`src/rtl/cftc_pkg.sv`:
```
// shared types, constants and recognizer functions for the csv field type classifier
package cftc_pkg;

    // column counter saturation
    localparam int MAX_COLUMNS = 256;
    localparam int COL_LIMIT   = (MAX_COLUMNS - 1 < 255) ? (MAX_COLUMNS - 1) : 255;

    // queue between front and back
    localparam int QUEUE_DEPTH = 2;
    localparam int QPTR_W      = (QUEUE_DEPTH > 1) ? $clog2(QUEUE_DEPTH) : 1;
    localparam int QCNT_W      = $clog2(QUEUE_DEPTH + 1);

    // magnitude limit for the signed 64-bit range
    localparam logic [63:0] MAG_LIMIT = 64'h8000_0000_0000_0000;

    // character codes
    localparam logic [7:0] CH_COMMA = 8'h2C;
    localparam logic [7:0] CH_SPACE = 8'h20;
    localparam logic [7:0] CH_PLUS  = 8'h2B;
    localparam logic [7:0] CH_MINUS = 8'h2D;
    localparam logic [7:0] CH_POINT = 8'h2E;
    localparam logic [7:0] CH_ZERO  = 8'h30;
    localparam logic [7:0] CH_NINE  = 8'h39;
    localparam logic [7:0] CH_UP_A  = 8'h41;
    localparam logic [7:0] CH_UP_Z  = 8'h5A;
    localparam logic [7:0] CH_CASE  = 8'h20;
    localparam logic [7:0] CH_LO_A  = 8'h61;
    localparam logic [7:0] CH_LO_E  = 8'h65;
    localparam logic [7:0] CH_UP_E  = 8'h45;
    localparam logic [7:0] CH_LO_F  = 8'h66;
    localparam logic [7:0] CH_LO_L  = 8'h6C;
    localparam logic [7:0] CH_LO_R  = 8'h72;
    localparam logic [7:0] CH_LO_S  = 8'h73;
    localparam logic [7:0] CH_LO_T  = 8'h74;
    localparam logic [7:0] CH_LO_U  = 8'h75;

    // result type codes
    typedef enum logic [2:0] {
        TY_STRING = 3'd0,
        TY_INT    = 3'd1,
        TY_FLOAT  = 3'd2,
        TY_BOOL   = 3'd3,
        TY_EMPTY  = 3'd4
    } type_code_t;

    // token class recognizer states
    typedef enum logic [3:0] {
        CL_OUTSIDE  = 4'd0,
        CL_SIGN     = 4'd1,
        CL_INT      = 4'd2,
        CL_FRAC     = 4'd3,
        CL_EXP_E    = 4'd4,
        CL_EXP_REST = 4'd5,
        CL_STR      = 4'd6,
        CL_DONE     = 4'd7
    } cls_state_t;

    // true/false matcher states
    typedef enum logic [3:0] {
        WM_START = 4'd0,
        WM_T     = 4'd1,
        WM_TR    = 4'd2,
        WM_TRU   = 4'd3,
        WM_TRUE  = 4'd4,
        WM_F     = 4'd5,
        WM_FA    = 4'd6,
        WM_FAL   = 4'd7,
        WM_FALS  = 4'd8,
        WM_FALSE = 4'd9,
        WM_FAIL  = 4'd15
    } wm_state_t;

    // one finished token as it travels from front to back
    typedef struct packed {
        type_code_t  type_code;
        logic [7:0]  column;
        logic [31:0] row;
        logic        negative;
        logic        overflow;
        logic [63:0] magnitude;
        logic        last;
    } tok_word_t;

    function automatic logic is_digit(input logic [7:0] c);
        return (c >= CH_ZERO) && (c <= CH_NINE);
    endfunction

    function automatic logic is_sign(input logic [7:0] c);
        return (c == CH_PLUS) || (c == CH_MINUS);
    endfunction

    // class step; fresh means the byte opens a new token
    function automatic cls_state_t class_step(input cls_state_t cls, input logic [7:0] c,
                                              input logic fresh);
        cls_state_t n;
        n = CL_STR;
        if (fresh) begin
            if (is_sign(c)) n = CL_SIGN;
            else if (is_digit(c)) n = CL_INT;
            else n = CL_STR;
        end else begin
            unique case (cls)
                CL_SIGN, CL_INT: begin
                    if (is_digit(c)) n = CL_INT;
                    else if (c == CH_POINT && cls == CL_INT) n = CL_FRAC;
                    else n = CL_STR;
                end
                CL_FRAC: begin
                    if (c == CH_LO_E || c == CH_UP_E) n = CL_EXP_E;
                    else if (!is_digit(c)) n = CL_STR;
                    else n = CL_FRAC;
                end
                CL_EXP_E: n = (is_sign(c) || is_digit(c)) ? CL_EXP_REST : CL_STR;
                CL_EXP_REST: n = is_digit(c) ? CL_EXP_REST : CL_STR;
                default: n = CL_STR;
            endcase
        end
        return n;
    endfunction

    // case-insensitive match of true and false
    function automatic wm_state_t word_step(input wm_state_t w, input logic [7:0] c);
        logic [7:0] lc;
        wm_state_t  n;
        lc = ((c >= CH_UP_A) && (c <= CH_UP_Z)) ? (c + CH_CASE) : c;
        n  = WM_FAIL;
        if (w == WM_START && lc == CH_LO_T) n = WM_T;
        else if (w == WM_T && lc == CH_LO_R) n = WM_TR;
        else if (w == WM_TR && lc == CH_LO_U) n = WM_TRU;
        else if (w == WM_TRU && lc == CH_LO_E) n = WM_TRUE;
        else if (w == WM_START && lc == CH_LO_F) n = WM_F;
        else if (w == WM_F && lc == CH_LO_A) n = WM_FA;
        else if (w == WM_FA && lc == CH_LO_L) n = WM_FAL;
        else if (w == WM_FAL && lc == CH_LO_S) n = WM_FALS;
        else if (w == WM_FALS && lc == CH_LO_E) n = WM_FALSE;
        return n;
    endfunction

    // type of the token that is open or held
    function automatic type_code_t final_type(input cls_state_t cls, input wm_state_t w,
                                              input type_code_t held);
        type_code_t t;
        if (cls == CL_DONE) t = held;
        else if (cls == CL_INT) t = TY_INT;
        else if (cls == CL_FRAC || cls == CL_EXP_E || cls == CL_EXP_REST) t = TY_FLOAT;
        else if (w == WM_TRUE || w == WM_FALSE) t = TY_BOOL;
        else t = TY_STRING;
        return t;
    endfunction

endpackage

```
`src/rtl/csv_field_type_classifier.sv`:
```
// top level: csv tokenizer with type inference, front recognizer, token queue, output stage
// throughput: one input word per cycle while the token queue has room (s_ready follows it),
//   set by the combinational recognizer and decimal accumulator in the front end
// path: the word that releases a result (next token's first byte or end of line) writes it
//   into the queue as it is accepted; the result then moves to the output register when the
//   output stage is free, so m_ready back-pressure can hold it in the queue
// reset: synchronous active-low aresetn clears recognizer state, counters, queue and valid
module csv_field_type_classifier (
    input  logic               aclk,
    input  logic               aresetn,
    input  logic               s_valid,
    output logic               s_ready,
    input  logic               s_kind,
    input  logic [7:0]         s_char_code,
    output logic               m_valid,
    input  logic               m_ready,
    output logic [2:0]         m_type_code,
    output logic [7:0]         m_column_index,
    output logic [31:0]        m_row_index,
    output logic signed [63:0] m_int_value,
    output logic               m_last_in_row
);

    logic                push_valid;
    logic                push_ready;
    cftc_pkg::tok_word_t push_word;
    logic                q_valid;
    logic                q_ready;
    cftc_pkg::tok_word_t q_word;

    cftc_front u_front (
        .aclk        (aclk),
        .aresetn     (aresetn),
        .s_valid     (s_valid),
        .s_ready     (s_ready),
        .s_kind      (s_kind),
        .s_char_code (s_char_code),
        .push_valid  (push_valid),
        .push_ready  (push_ready),
        .push_word   (push_word)
    );

    cftc_queue u_queue (
        .aclk      (aclk),
        .aresetn   (aresetn),
        .in_valid  (push_valid),
        .in_ready  (push_ready),
        .in_word   (push_word),
        .out_valid (q_valid),
        .out_ready (q_ready),
        .out_word  (q_word)
    );

    cftc_back u_back (
        .aclk           (aclk),
        .aresetn        (aresetn),
        .q_valid        (q_valid),
        .q_ready        (q_ready),
        .q_word         (q_word),
        .m_valid        (m_valid),
        .m_ready        (m_ready),
        .m_type_code    (m_type_code),
        .m_column_index (m_column_index),
        .m_row_index    (m_row_index),
        .m_int_value    (m_int_value),
        .m_last_in_row  (m_last_in_row)
    );

    // end of line always produces a token word into the queue
    a_eol_pushes: assert property (@(posedge aclk) disable iff (!aresetn)
        (s_valid && s_ready && s_kind) |-> push_valid)
        else $error("end of line did not produce a token word");

    // empty row word is the last of its row at column zero
    a_empty_row: assert property (@(posedge aclk) disable iff (!aresetn)
        (m_valid && m_type_code == cftc_pkg::TY_EMPTY) |->
        (m_last_in_row && m_column_index == 8'd0))
        else $error("empty row word malformed");

    // value is zero for every type but integer
    a_int_only: assert property (@(posedge aclk) disable iff (!aresetn)
        (m_valid && m_type_code != cftc_pkg::TY_INT) |-> (m_int_value == 64'sd0))
        else $error("nonzero value on a non-integer word");

    // a queued word reaches the output stage whenever the output is free
    a_back_drains: assert property (@(posedge aclk) disable iff (!aresetn)
        (q_valid && !m_valid) |=> m_valid)
        else $error("queued word did not move to the output");

endmodule

```
`src/rtl/cftc_front.sv`:
```
// front end: takes characters, tracks token class and integer value, emits finished tokens
module cftc_front (
    input  logic                aclk,
    input  logic                aresetn,
    input  logic                s_valid,
    output logic                s_ready,
    input  logic                s_kind,
    input  logic [7:0]          s_char_code,
    output logic                push_valid,
    input  logic                push_ready,
    output cftc_pkg::tok_word_t push_word
);

    cftc_pkg::cls_state_t cls_reg, cls_next;
    cftc_pkg::wm_state_t  word_reg, word_next;
    cftc_pkg::type_code_t held_reg, held_next;
    logic                 neg_reg, neg_next;
    logic                 ovf_reg, ovf_next;
    logic [63:0]          acc_reg, acc_next;
    logic [7:0]           col_reg, col_next;
    logic [31:0]          row_reg, row_next;

    logic        accept;
    logic        is_sep;
    logic        start_tok;
    logic        digit_add;
    logic [63:0] base_acc;
    logic        base_ovf;
    logic [67:0] acc_sum;

    assign s_ready = push_ready;
    assign accept  = s_valid && push_ready;

    // byte decode
    assign is_sep    = !s_kind && (s_char_code == cftc_pkg::CH_COMMA ||
                                   s_char_code == cftc_pkg::CH_SPACE);
    assign start_tok = !s_kind && !is_sep &&
                       (cls_reg == cftc_pkg::CL_DONE || cls_reg == cftc_pkg::CL_OUTSIDE);
    assign digit_add = cftc_pkg::is_digit(s_char_code) &&
                       (start_tok || cls_reg == cftc_pkg::CL_SIGN ||
                        cls_reg == cftc_pkg::CL_INT);

    // decimal accumulate: base * 10 + digit
    assign base_acc = start_tok ? 64'd0 : acc_reg;
    assign base_ovf = start_tok ? 1'b0 : ovf_reg;
    assign acc_sum  = ({4'd0, base_acc} << 3) + ({4'd0, base_acc} << 1) +
                      {60'd0, s_char_code[3:0]};

    // next state
    always_comb begin
        cls_next  = cls_reg;
        word_next = word_reg;
        held_next = held_reg;
        neg_next  = neg_reg;
        ovf_next  = ovf_reg;
        acc_next  = acc_reg;
        col_next  = col_reg;
        row_next  = row_reg;
        if (accept) begin
            if (s_kind) begin
                row_next  = row_reg + 32'd1;
                cls_next  = cftc_pkg::CL_OUTSIDE;
                word_next = cftc_pkg::WM_START;
                held_next = cftc_pkg::TY_STRING;
                neg_next  = 1'b0;
                ovf_next  = 1'b0;
                acc_next  = 64'd0;
                col_next  = 8'd0;
            end else if (is_sep) begin
                if (cls_reg != cftc_pkg::CL_OUTSIDE && cls_reg != cftc_pkg::CL_DONE) begin
                    held_next = cftc_pkg::final_type(cls_reg, word_reg, held_reg);
                    cls_next  = cftc_pkg::CL_DONE;
                end
            end else begin
                if (cls_reg == cftc_pkg::CL_DONE) begin
                    if (col_reg < 8'(cftc_pkg::COL_LIMIT)) col_next = col_reg + 8'd1;
                end else if (cls_reg == cftc_pkg::CL_OUTSIDE) begin
                    col_next = 8'd0;
                end
                cls_next  = cftc_pkg::class_step(cls_reg, s_char_code, start_tok);
                word_next = cftc_pkg::word_step(start_tok ? cftc_pkg::WM_START : word_reg,
                                                s_char_code);
                if (start_tok) neg_next = (s_char_code == cftc_pkg::CH_MINUS);
                acc_next = base_acc;
                ovf_next = base_ovf;
                if (digit_add && !base_ovf) begin
                    if (acc_sum > {4'd0, cftc_pkg::MAG_LIMIT}) ovf_next = 1'b1;
                    else acc_next = acc_sum[63:0];
                end
            end
        end
    end

    // outputs: a token leaves on end of line or when the next token opens
    always_comb begin
        push_valid = accept && (s_kind || (!is_sep && cls_reg == cftc_pkg::CL_DONE));
        if (s_kind && cls_reg == cftc_pkg::CL_OUTSIDE) begin
            push_word.type_code = cftc_pkg::TY_EMPTY;
            push_word.column    = 8'd0;
        end else begin
            push_word.type_code = cftc_pkg::final_type(cls_reg, word_reg, held_reg);
            push_word.column    = col_reg;
        end
        push_word.row       = row_reg;
        push_word.negative  = neg_reg;
        push_word.overflow  = ovf_reg;
        push_word.magnitude = acc_reg;
        push_word.last      = s_kind;
    end

    // state registers
    always_ff @(posedge aclk) begin
        if (!aresetn) begin
            cls_reg  <= cftc_pkg::CL_OUTSIDE;
            word_reg <= cftc_pkg::WM_START;
            held_reg <= cftc_pkg::TY_STRING;
            neg_reg  <= 1'b0;
            ovf_reg  <= 1'b0;
            acc_reg  <= 64'd0;
            col_reg  <= 8'd0;
            row_reg  <= 32'd0;
        end else begin
            cls_reg  <= cls_next;
            word_reg <= word_next;
            held_reg <= held_next;
            neg_reg  <= neg_next;
            ovf_reg  <= ovf_next;
            acc_reg  <= acc_next;
            col_reg  <= col_next;
            row_reg  <= row_next;
        end
    end

endmodule

```
`src/rtl/cftc_queue.sv`:
```
// short token queue between front and back
module cftc_queue (
    input  logic                aclk,
    input  logic                aresetn,
    input  logic                in_valid,
    output logic                in_ready,
    input  cftc_pkg::tok_word_t in_word,
    output logic                out_valid,
    input  logic                out_ready,
    output cftc_pkg::tok_word_t out_word
);

    cftc_pkg::tok_word_t mem [cftc_pkg::QUEUE_DEPTH];

    logic [cftc_pkg::QPTR_W-1:0] wr_ptr_reg, wr_ptr_next;
    logic [cftc_pkg::QPTR_W-1:0] rd_ptr_reg, rd_ptr_next;
    logic [cftc_pkg::QCNT_W-1:0] count_reg, count_next;
    logic                        push;
    logic                        pop;

    assign in_ready  = (count_reg != cftc_pkg::QCNT_W'(cftc_pkg::QUEUE_DEPTH));
    assign out_valid = (count_reg != '0);
    assign out_word  = mem[rd_ptr_reg];
    assign push      = in_valid && in_ready;
    assign pop       = out_valid && out_ready;

    // pointer and fill count update
    always_comb begin
        wr_ptr_next = wr_ptr_reg;
        rd_ptr_next = rd_ptr_reg;
        count_next  = count_reg;
        if (push) begin
            wr_ptr_next = (wr_ptr_reg == cftc_pkg::QPTR_W'(cftc_pkg::QUEUE_DEPTH - 1)) ?
                          '0 : wr_ptr_reg + 1'b1;
        end
        if (pop) begin
            rd_ptr_next = (rd_ptr_reg == cftc_pkg::QPTR_W'(cftc_pkg::QUEUE_DEPTH - 1)) ?
                          '0 : rd_ptr_reg + 1'b1;
        end
        if (push && !pop) count_next = count_reg + 1'b1;
        else if (pop && !push) count_next = count_reg - 1'b1;
    end

    always_ff @(posedge aclk) begin
        if (!aresetn) begin
            wr_ptr_reg <= '0;
            rd_ptr_reg <= '0;
            count_reg  <= '0;
        end else begin
            wr_ptr_reg <= wr_ptr_next;
            rd_ptr_reg <= rd_ptr_next;
            count_reg  <= count_next;
        end
    end

    // entry storage
    always_ff @(posedge aclk) begin
        if (push) mem[wr_ptr_reg] <= in_word;
    end

endmodule

```
`src/rtl/cftc_back.sv`:
```
// back end: forms the saturated integer value and holds the result word for the sink
module cftc_back (
    input  logic                aclk,
    input  logic                aresetn,
    input  logic                q_valid,
    output logic                q_ready,
    input  cftc_pkg::tok_word_t q_word,
    output logic                m_valid,
    input  logic                m_ready,
    output logic [2:0]          m_type_code,
    output logic [7:0]          m_column_index,
    output logic [31:0]         m_row_index,
    output logic signed [63:0]  m_int_value,
    output logic                m_last_in_row
);

    logic               valid_reg, valid_next;
    logic [2:0]         type_reg;
    logic [7:0]         col_reg;
    logic [31:0]        row_reg;
    logic signed [63:0] int_reg;
    logic               last_reg;
    logic [63:0]        int_bits;
    logic               load;

    assign q_ready = !valid_reg || m_ready;
    assign load    = q_valid && q_ready;

    // signed value with saturation, zero unless integer
    always_comb begin
        if (q_word.negative) begin
            int_bits = q_word.overflow ? cftc_pkg::MAG_LIMIT : (~q_word.magnitude + 64'd1);
        end else begin
            int_bits = (q_word.overflow || q_word.magnitude[63]) ?
                       (cftc_pkg::MAG_LIMIT - 64'd1) : q_word.magnitude;
        end
        if (q_word.type_code != cftc_pkg::TY_INT) int_bits = 64'd0;
    end

    // output valid
    always_comb begin
        valid_next = valid_reg;
        if (load) valid_next = 1'b1;
        else if (m_ready) valid_next = 1'b0;
    end

    always_ff @(posedge aclk) begin
        if (!aresetn) valid_reg <= 1'b0;
        else valid_reg <= valid_next;
    end

    // output payload
    always_ff @(posedge aclk) begin
        if (load) begin
            type_reg <= q_word.type_code;
            col_reg  <= q_word.column;
            row_reg  <= q_word.row;
            int_reg  <= $signed(int_bits);
            last_reg <= q_word.last;
        end
    end

    assign m_valid        = valid_reg;
    assign m_type_code    = type_reg;
    assign m_column_index = col_reg;
    assign m_row_index    = row_reg;
    assign m_int_value    = int_reg;
    assign m_last_in_row  = last_reg;

endmodule
```
`config.mk`:
```
export PLATFORM = sky130hd
export DESIGN_NAME = csv_field_type_classifier
export DESIGN_NICKNAME = d
export VERILOG_FILES = /design/src/rtl/cftc_pkg.sv /design/src/rtl/csv_field_type_classifier.sv /design/src/rtl/cftc_front.sv /design/src/rtl/cftc_queue.sv /design/src/rtl/cftc_back.sv
export SDC_FILE = /design/constraint.sdc
export NUM_CORES = 1
export LEC_CHECK = 0
export ABC_AREA = 0
export BUFFER_PORTS_ARGS = -buffer_cell sky130_fd_sc_hd__buf_2
export CORE_UTILIZATION = 49
export CTS_BUF_LIST = sky130_fd_sc_hd__clkbuf_4
export CTS_CLUSTER_SIZE = 12
export DETAILED_ROUTE_END_ITERATION = 8
export GPL_ROUTABILITY_DRIVEN = 0
export PLACE_DENSITY = 0.69
export SETUP_SLACK_MARGIN = 0.4
export SLEW_MARGIN = 20
export SYNTH_ARGS = -nofsm -noshare
export SYNTH_HDL_FRONTEND = slang
export SYNTH_SLANG_ARGS = --single-unit
```
`constraint.sdc`:
```
create_clock -name aclk -period 13.7 [get_ports aclk]
set_clock_uncertainty 0.15 [all_clocks]
set_input_delay 3.425 -clock aclk [delete_from_list [all_inputs] [get_ports aclk]]
set_output_delay 3.425 -clock aclk [all_outputs]
set_load 0.1 [all_outputs]
```
==> results of run 1 <==
==> logic make-up after synthesis <==
logic type / synth area share [%]
AO/OA/AOI/OAI: 16.3
XOR/XNOR: 3.28
adder cells (fa/ha/maj): 6.72
buffers and inverters: 2.91
flip-flops: 49.0
multiplexers: 5.43
AND/OR/NAND/NOR: 16.3
==> layer usage <==
| layer | track usage [%] | routed length [µm] |
|---|---|---|
| met5 | 0 | 0 |
| met4 | 9.56 | 2020 |
| met3 | 4.71 | 5060 |
| met2 | 35.7 | 27800 |
| met1 | 33.1 | 27900 |
==> metrics by stage <==
step,power [W],cell area [µm²]
after global routing,0.00477,27500
after CTS,0.00461,27500
after floorplan,0.00325,25100
final,0.00457,27500
after global placement,0.00350,26100
after detailed placement,0.00351,26100
==> layout by cell type (no fill, tap or decap), types with 48 or more instances in the layout <==
| cell | netlist | routed |
|---|---|---|
| ha_1 | 133 | 133 |
| clkbuf_4 | 0 | 153 |
| edfxtp_1 | 328 | 328 |
| nor2_1 | 164 | 163 |
| a21oi_1 | 188 | 188 |
| nor3_1 | 65 | 64 |
| a32o_1 | 63 | 63 |
| o21ai_0 | 121 | 121 |
| xnor2_1 | 59 | 59 |
| mux2_2 | 75 | 75 |
| dfxtp_1 | 122 | 121 |
| mux2i_1 | 50 | 48 |
| nand4_1 | 52 | 52 |
| buf_2 | 21 | 121 |
| and2_1 | 109 | 108 |
| nand2_1 | 184 | 184 |
==> cell type report <==
| cell class | instances | area, µm² | share of cell area, % |
|---|---|---|---|
| Clock inverter | 41 | 267 | 0.969 |
| Clock buffer | 153 | 1150 | 4.18 |
| Inverter | 34 | 128 | 0.464 |
| Multi-Input combinational cell | 1771 | 12100 | 44.0 |
| Antenna cell | 1 | 2.50 | 0.00910 |
| Sequential cell | 450 | 12300 | 44.7 |
| Tap cell | 672 | 841 | 3.06 |
| Timing Repair Buffer | 137 | 726 | 2.64 |
==> power groups by stage <==
stage	combinational (W)	clock, W	sequential, W
detailed placement	0.00170	0	0.00182
finish	0.00170	0.00109	0.00178
global route	0.00178	0.00119	0.00180
global placement	0.00169	0	0.00181
floorplan	0.000575	0	0.00267
CTS	0.00170	0.00112	0.00179
==> worst paths after layout <==
| path | slack (ns) | endpoint | cells past startpoint | startpoint |
|---|---|---|---|---|
| worst max register to register | 6.27 | u_front.acc_reg[37]$_SDFFE_PN0P_ | 21 | u_front.cls_reg[0]$_SDFFE_PN0P_ |
| worst min register to register | 0.32 | u_queue.mem[1][66]$_DFFE_PP_ | 0 | u_front.neg_reg$_SDFFE_PN0P_ |
| worst max-delay path | 3.58 | u_front.acc_reg[37]$_SDFFE_PN0P_ | 22 | s_char_code[4] |
| worst min-delay path | 0.32 | u_queue.mem[1][66]$_DFFE_PP_ | 0 | u_front.neg_reg$_SDFFE_PN0P_ |
==> summary.txt, run 1 <==
Comb pwr share: 37.2%
CTS Buf Count: 102
Num Clock Sinks: 450
area leader, netlist: edfxtp_1
clock-pin slew on the worst setup and hold paths: 0.07 ns
sw frac: 43.4%
peak supply drop: 0.132 mV
CP max-delay cell: nor4b_1
Synth area leaders: edfxtp_1 (39%), dfxtp_1 (9.7%), ha_1 (6.6%), a21oi_1 (3.8%), mux2_2 (3.4%)
final hold violation count: 0
synthesis-to-finish area growth: 9.73%
CP Capture Type: flip-flop
final worst setup slack: 3.58 ns
worst stage delay on the critical path: 0.56 ns
Hold Crit Class: flip-flop to flip-flop
CP required: 14.20 ns
Mapped Nets: 2,541
Mapped Area: 0.0251 mm²
DR vias: 19,809
fin crit share: 73.9%
Pleak: 10.3 nW
CP Data Arrival Time: 10.62 ns
Top FF cell, synth: edfxtp_1
CTS Hold Bufs: 0
Fin Hold WS: 0.325 ns
vias in the first global route: 18,688
library cells used by synthesis: 86
TritonCTS clock tree: done
CP delay by family, top: simple AND/OR/NAND/NOR gates
layout cells sized above 1: 16.0%
postcts setup bufs: 0
max-cap violation count: 0
Synth Warn #: 0
largest net degree at the start of global routing: 87
top-area cell type share of the netlist area: 39.3%
final core utilization: 54.7%
post-route ant nets: 0
Max Freq: 0.0988 GHz
Slew @ Worst Pin: 1.09 ns
post-detail-place hpwl: 45,600 µm
sequential share of power: 39.0%
clock root buffer: clkbuf_4
crit path cell chain: buf_2 -> nor4b_1 -> nand3_1 -> nand2b_2 -> buf_4 -> and2_1 -> ha_1 -> ha_1 -> a21oi_1 -> o21a_1 -> o22ai_1 -> nor3_1 -> a21o_1 -> mux2_4 -> or4b_1 -> or4_1 -> nor4_2 -> a21o_1 -> and4bb_4 -> o31ai_4 -> buf_4 -> a32o_1
fill count: 4,368
clock network power share: 23.7%
DRT iter0 DRCs: 1,754
sequential fraction of the synthesis area: 49.0%
Slew Limit Fails: 0
RSZ-0062 raised after global routing: no
post_cts resized: 0
pre-CTS WS: 2.86 ns
CP max FO: 63
setup violators final: 0
global-route wire length before repair: 99,000 µm
gr usage total: 23.6%
Syn Inst Count: 2,394
DIE WIDTH: 228 µm
CORE AREA: 0.0503 mm²
WL final: 62,700 µm
Clk Latency, worst-skew pair: 0.79 ns
#FFs+latches synth: 450
CP bufs+invs: 3
Switch Pwr: 0.00198 W
type of the worst setup path: input port to flip-flop
maximum clock path buffer count: 3
outcome: completed
die area: 0.0521 mm²
Initial Util: 49.9%
Period minus WS final: 10.12 ns
Cells after DPL: 3,064
antenna violations before repair: 1
setup TNS: 0 ns
Final Non-Filler Cells: 3,259
PwrDens: 166 mW/mm²
Pint: 0.00259 W
CP Launch Type: input port
Die Y: 228 µm
H-tree depth: 3
# IOs: 123
I/O Buffers: 122
drt drc: 0
DR pass1 iterations: 6
most numerous cell in the Yosys netlist: edfxtp_1
WL/cell: 19.3 µm
gr ovfl total: 0
Synth top cells by count: edfxtp_1 (328), a21oi_1 (188), nand2_1 (184)
max_slew headroom: 27.0%
# nets final: 2,643
Avg Cell Area, Syn: 10.5 µm²
Largest register FFs: 220
Vias/cell: 6.08
row cnt: 82
Post-synth EDFFs: 328
asr flop ratio synth: 0%
Power figures use the tool's default switching activity.
==> inputs of run 2 (changes only) <==
- ABC_AREA: 0 -> 1
- clock period: 13.7 -> 9.5 ns (I/O delays scaled with it)
==> summary.txt, run 2 <==
setup TNS: 0 ns (unchanged)
Clk Latency, worst-skew pair: 0.86 ns (was 0.79 ns)
asr flop ratio synth: 0% (unchanged)
Hold Crit Depth: 1 (was 0)
# IOs: 123 (unchanged)
drt drc: 0 (unchanged)
commonest cells after routing, fill and taps aside: nand2_1 (1,126), inv_1 (668), edfxtp_1 (328) (was edfxtp_1 (328), a21oi_1 (188), nand2_1 (184))
fin area: 0.0314 mm² (was 0.0275 mm²)
setup violators final: 0 (unchanged)
post-detail-place hpwl: 57,500 µm (was 45,600 µm)
sequential share of power: 35.9% (was 39.0%)
Final Power: 0.00713 W (was 0.00457 W)
Vias/cell: 5.26 (was 6.08)
launch point of the worst reg-to-reg path: u_front.cls_reg[0]$_SDFFE_PN0P_ (unchanged)
DR vias: 25,565 (was 19,809)
Synth top cells by count: nand2_1 (1,127), inv_1 (669), edfxtp_1 (328) (was edfxtp_1 (328), a21oi_1 (188), nand2_1 (184))
sw frac: 46.3% (was 43.4%)
Register Area: 0.0123 mm² (unchanged)
top-area cell type share of the netlist area: 34.3% (was 39.3%)
max_slew headroom: 36.1% (was 27.0%)
H-tree depth: 3 (unchanged)
final core utilization: 54.4% (was 54.7%)
CP max FO: 64 (was 63)
antenna violations before repair: 2 (was 1)
post-route ant nets: 0 (unchanged)
die area: 0.0595 mm² (was 0.0521 mm²)
Post-synth EDFFs: 328 (unchanged)
Switch Pwr: 0.00330 W (was 0.00198 W)
Period minus WS final: 7.85 ns
GR met2 Demand/Resource: 39.5% (was 35.7%)
vias in the first global route: 23,357 (was 18,688)
DR pass1 iterations: 8 (was 6)
CTS Buf Count: 110 (was 102)
row cnt: 88 (was 82)
CP Data Arrival Time: 8.40 ns (was 10.62 ns)
synthesis-to-finish area growth: 9.60% (was 9.73%)
multi-input logic area: 0.0133 mm² (was 0.0121 mm²)
WL final: 77,000 µm (was 62,700 µm)
DRT iter0 DRCs: 2,565 (was 1,754)
gr busiest metal: met2 (unchanged)
clock-pin slew on the worst setup and hold paths: 0.06 ns (was 0.07 ns)
CORE AREA: 0.0578 mm² (was 0.0503 mm²)
Num Clock Sinks: 450 (unchanged)
R2R setup slack: 2.87 ns (was 6.27 ns)
post_cts resized: 0 (unchanged)
Hold Crit Class: flip-flop to flip-flop (unchanged)
WL/cell: 15.8 µm (was 19.3 µm)
# nets final: 4,141 (was 2,643)
PwrDens: 227 mW/mm² (was 166 mW/mm²)
Comb pwr share: 40.7% (was 37.2%)
CP Capture Type: flip-flop (unchanged)
clock root buffer: clkbuf_4 (unchanged)
TritonCTS clock tree: done (unchanged)
Syn Inst Count: 3,845 (was 2,394)
CP Launch Type: input port (unchanged)
Synth Warn #: 0 (unchanged)
worst reg2reg path depth: 33 (was 21)
sequential fraction of the synthesis area: 42.9% (was 49.0%)
fin crit share: 82.6%
Pint: 0.00383 W (was 0.00259 W)
RSZ-0062 raised after global routing: no (unchanged)
library cells used by synthesis: 61 (was 86)
layout cells sized above 1: 11.4% (was 16.0%)
Max Freq: 0.127 GHz
CTS Hold Bufs: 0 (unchanged)
outcome: completed (unchanged)
Initial Util: 49.6% (was 49.9%)
CP delay by family, top: simple AND/OR/NAND/NOR gates (unchanged)
Slew Limit Fails: 0 (unchanged)
max-cap violation count: 0 (unchanged)
Mapped Area: 0.0287 mm² (was 0.0251 mm²)
global-route wire length before repair: 122,000 µm (was 99,000 µm)
clock network power share: 23.3% (was 23.7%)
met3 Resource Use GR: 3.73% (was 4.71%)
Post-DP Area: 0.0299 mm² (was 0.0261 mm²)
global routing usage on met1: 36.6% (was 33.1%)
most frequent CP cell: nand2_1
final hold violation count: 0 (unchanged)
DIE WIDTH: 244 µm (was 228 µm)
type of the worst setup path: input port to flip-flop (unchanged)
CP max-delay cell: nand3_4 (was nor4b_1)
commonest non-fill, non-tap cell in the layout: nand2_1 (was edfxtp_1)
fill count: 5,535 (was 4,368)
Mapped Nets: 3,992 (was 2,541)
maximum clock path buffer count: 3 (unchanged)
reg2reg end: u_front.acc_reg[28]$_SDFFE_PN0P_ (was u_front.acc_reg[37]$_SDFFE_PN0P_)
gr ovfl total: 0 (unchanged)
Slew @ Worst Pin: 0.959 ns (was 1.09 ns)
area leader, netlist: edfxtp_1 (unchanged)
Fin Hold WS: 0.291 ns (was 0.325 ns)
Pleak: 15.0 nW (was 10.3 nW)
#FFs+latches synth: 450 (unchanged)
worst stage delay on the critical path: 0.60 ns (was 0.56 ns)
Synth area leaders: edfxtp_1 (34%), nand2_1 (15%), inv_1 (8.8%), dfxtp_1 (8.5%), ha_1 (5.8%) (was edfxtp_1 (39%), dfxtp_1 (9.7%), ha_1 (6.6%), a21oi_1 (3.8%), mux2_2 (3.4%))
CP bufs+invs: 4 (was 3)
Die Y: 244 µm (was 228 µm)
largest net degree at the start of global routing: 89 (was 87)
CP required: 10.05 ns (was 14.20 ns)
Largest register FFs: 220 (unchanged)
Top FF cell, synth: edfxtp_1 (unchanged)
peak supply drop: 0.501 mV (was 0.132 mV)
Avg Cell Area, Syn: 7.46 µm² (was 10.5 µm²)
postcts setup bufs: 0 (unchanged)
most numerous cell in the Yosys netlist: nand2_1 (was edfxtp_1)
I/O Buffers: 122 (unchanged)
gr usage total: 25.6% (was 23.6%)
critical hold path startpoint: u_queue.rd_ptr_reg$_SDFFE_PN0P_ (was u_front.neg_reg$_SDFFE_PN0P_)
==> run 2: changes by cell type in the layout (fill, tap and decap cells not counted), sizes merged, moves of 107 or more <==
cell / before / now
nor2: 164 / 314
nand3: 45 / 255
and2: 109 / 2
inv: 35 / 695
nand2: 184 / 1137
==> run 2: through the flow <==
stage | worst slack (ns) | cells
2_1_floorplan | 0.886 | 3845
3_3_place_gp | 0.996 | 4647
3_5_place_dp | 1.00 | 4647
4_1_cts | 1.88 | 4856
5_1_grt | 1.26 | 4859
6_report | 1.65 | 4859
==> run 2: power groups by stage <==
stage          Combinational (W)  Clock (W)  Sequential (W)
6_report                 0.00291    0.00166         0.00256
5_1_grt                  0.00308    0.00181         0.00259
4_1_cts                  0.00291    0.00170         0.00257
3_5_place_dp             0.00290          0         0.00261
3_3_place_gp             0.00290          0         0.00260
2_1_floorplan            0.00102          0         0.00405
==> run 2: cells by family (layout without fill, tap and decap cells) <==
| family | after synthesis | count (layout) | share of synthesized area, % |
|---|---|---|---|
| flops | 450 | 450 | 42.9 |
| mux | 55 | 55 | 2.10 |
| other cells | 0 | 3 | 0 |
| xor+xnor | 13 | 13 | 0.397 |
| fa+ha+maj | 134 | 134 | 5.87 |
| simple gates | 1933 | 1933 | 29.2 |
| buf+inv | 799 | 1045 | 11.1 |
| compound gates | 461 | 461 | 8.53 |
==> run 2: cell type report <==
cell class	instances	area share, %
flip-flops and latches	450	39.1
inverters	696	8.31
clock inverters	37	0.704
well taps	765	3.04
multi-input cells	2596	42.2
clock buffers	172	4.11
repair buffers	140	2.45
diodes	3	0.0239
==> run 2: how the worst max path moves through the flow <==
| stage | from | endpoint | slack [ns] | cells past startpoint |
|---|---|---|---|---|
| after CTS | s_char_code[7] | u_front.acc_reg[28]$_SDFFE_PN0P_ | 1.88 | 31 |
| after global routing | s_char_code[7] | u_front.acc_reg[29]$_SDFFE_PN0P_ | 1.26 | 32 |
| after global placement | s_char_code[7] | u_front.ovf_reg$_SDFFE_PN0P_ | 1.0 | 30 |
| after floorplan | s_char_code[3] | u_queue.mem[1][0]$_DFFE_PP_ | 0.89 | 11 |
| final | s_char_code[7] | u_front.acc_reg[28]$_SDFFE_PN0P_ | 1.65 | 34 |
| after detailed placement | s_char_code[7] | u_front.acc_reg[62]$_SDFFE_PN0P_ | 1.00 | 31 |
==> run 2: layer usage <==
metal / part of all wire [%] / up-vias
li1: - / 12886
met1: 46 / 11575
met2: 44 / 957
met3: 7.0 / 147
met4: 3.1 / 0
met5: 0 / -
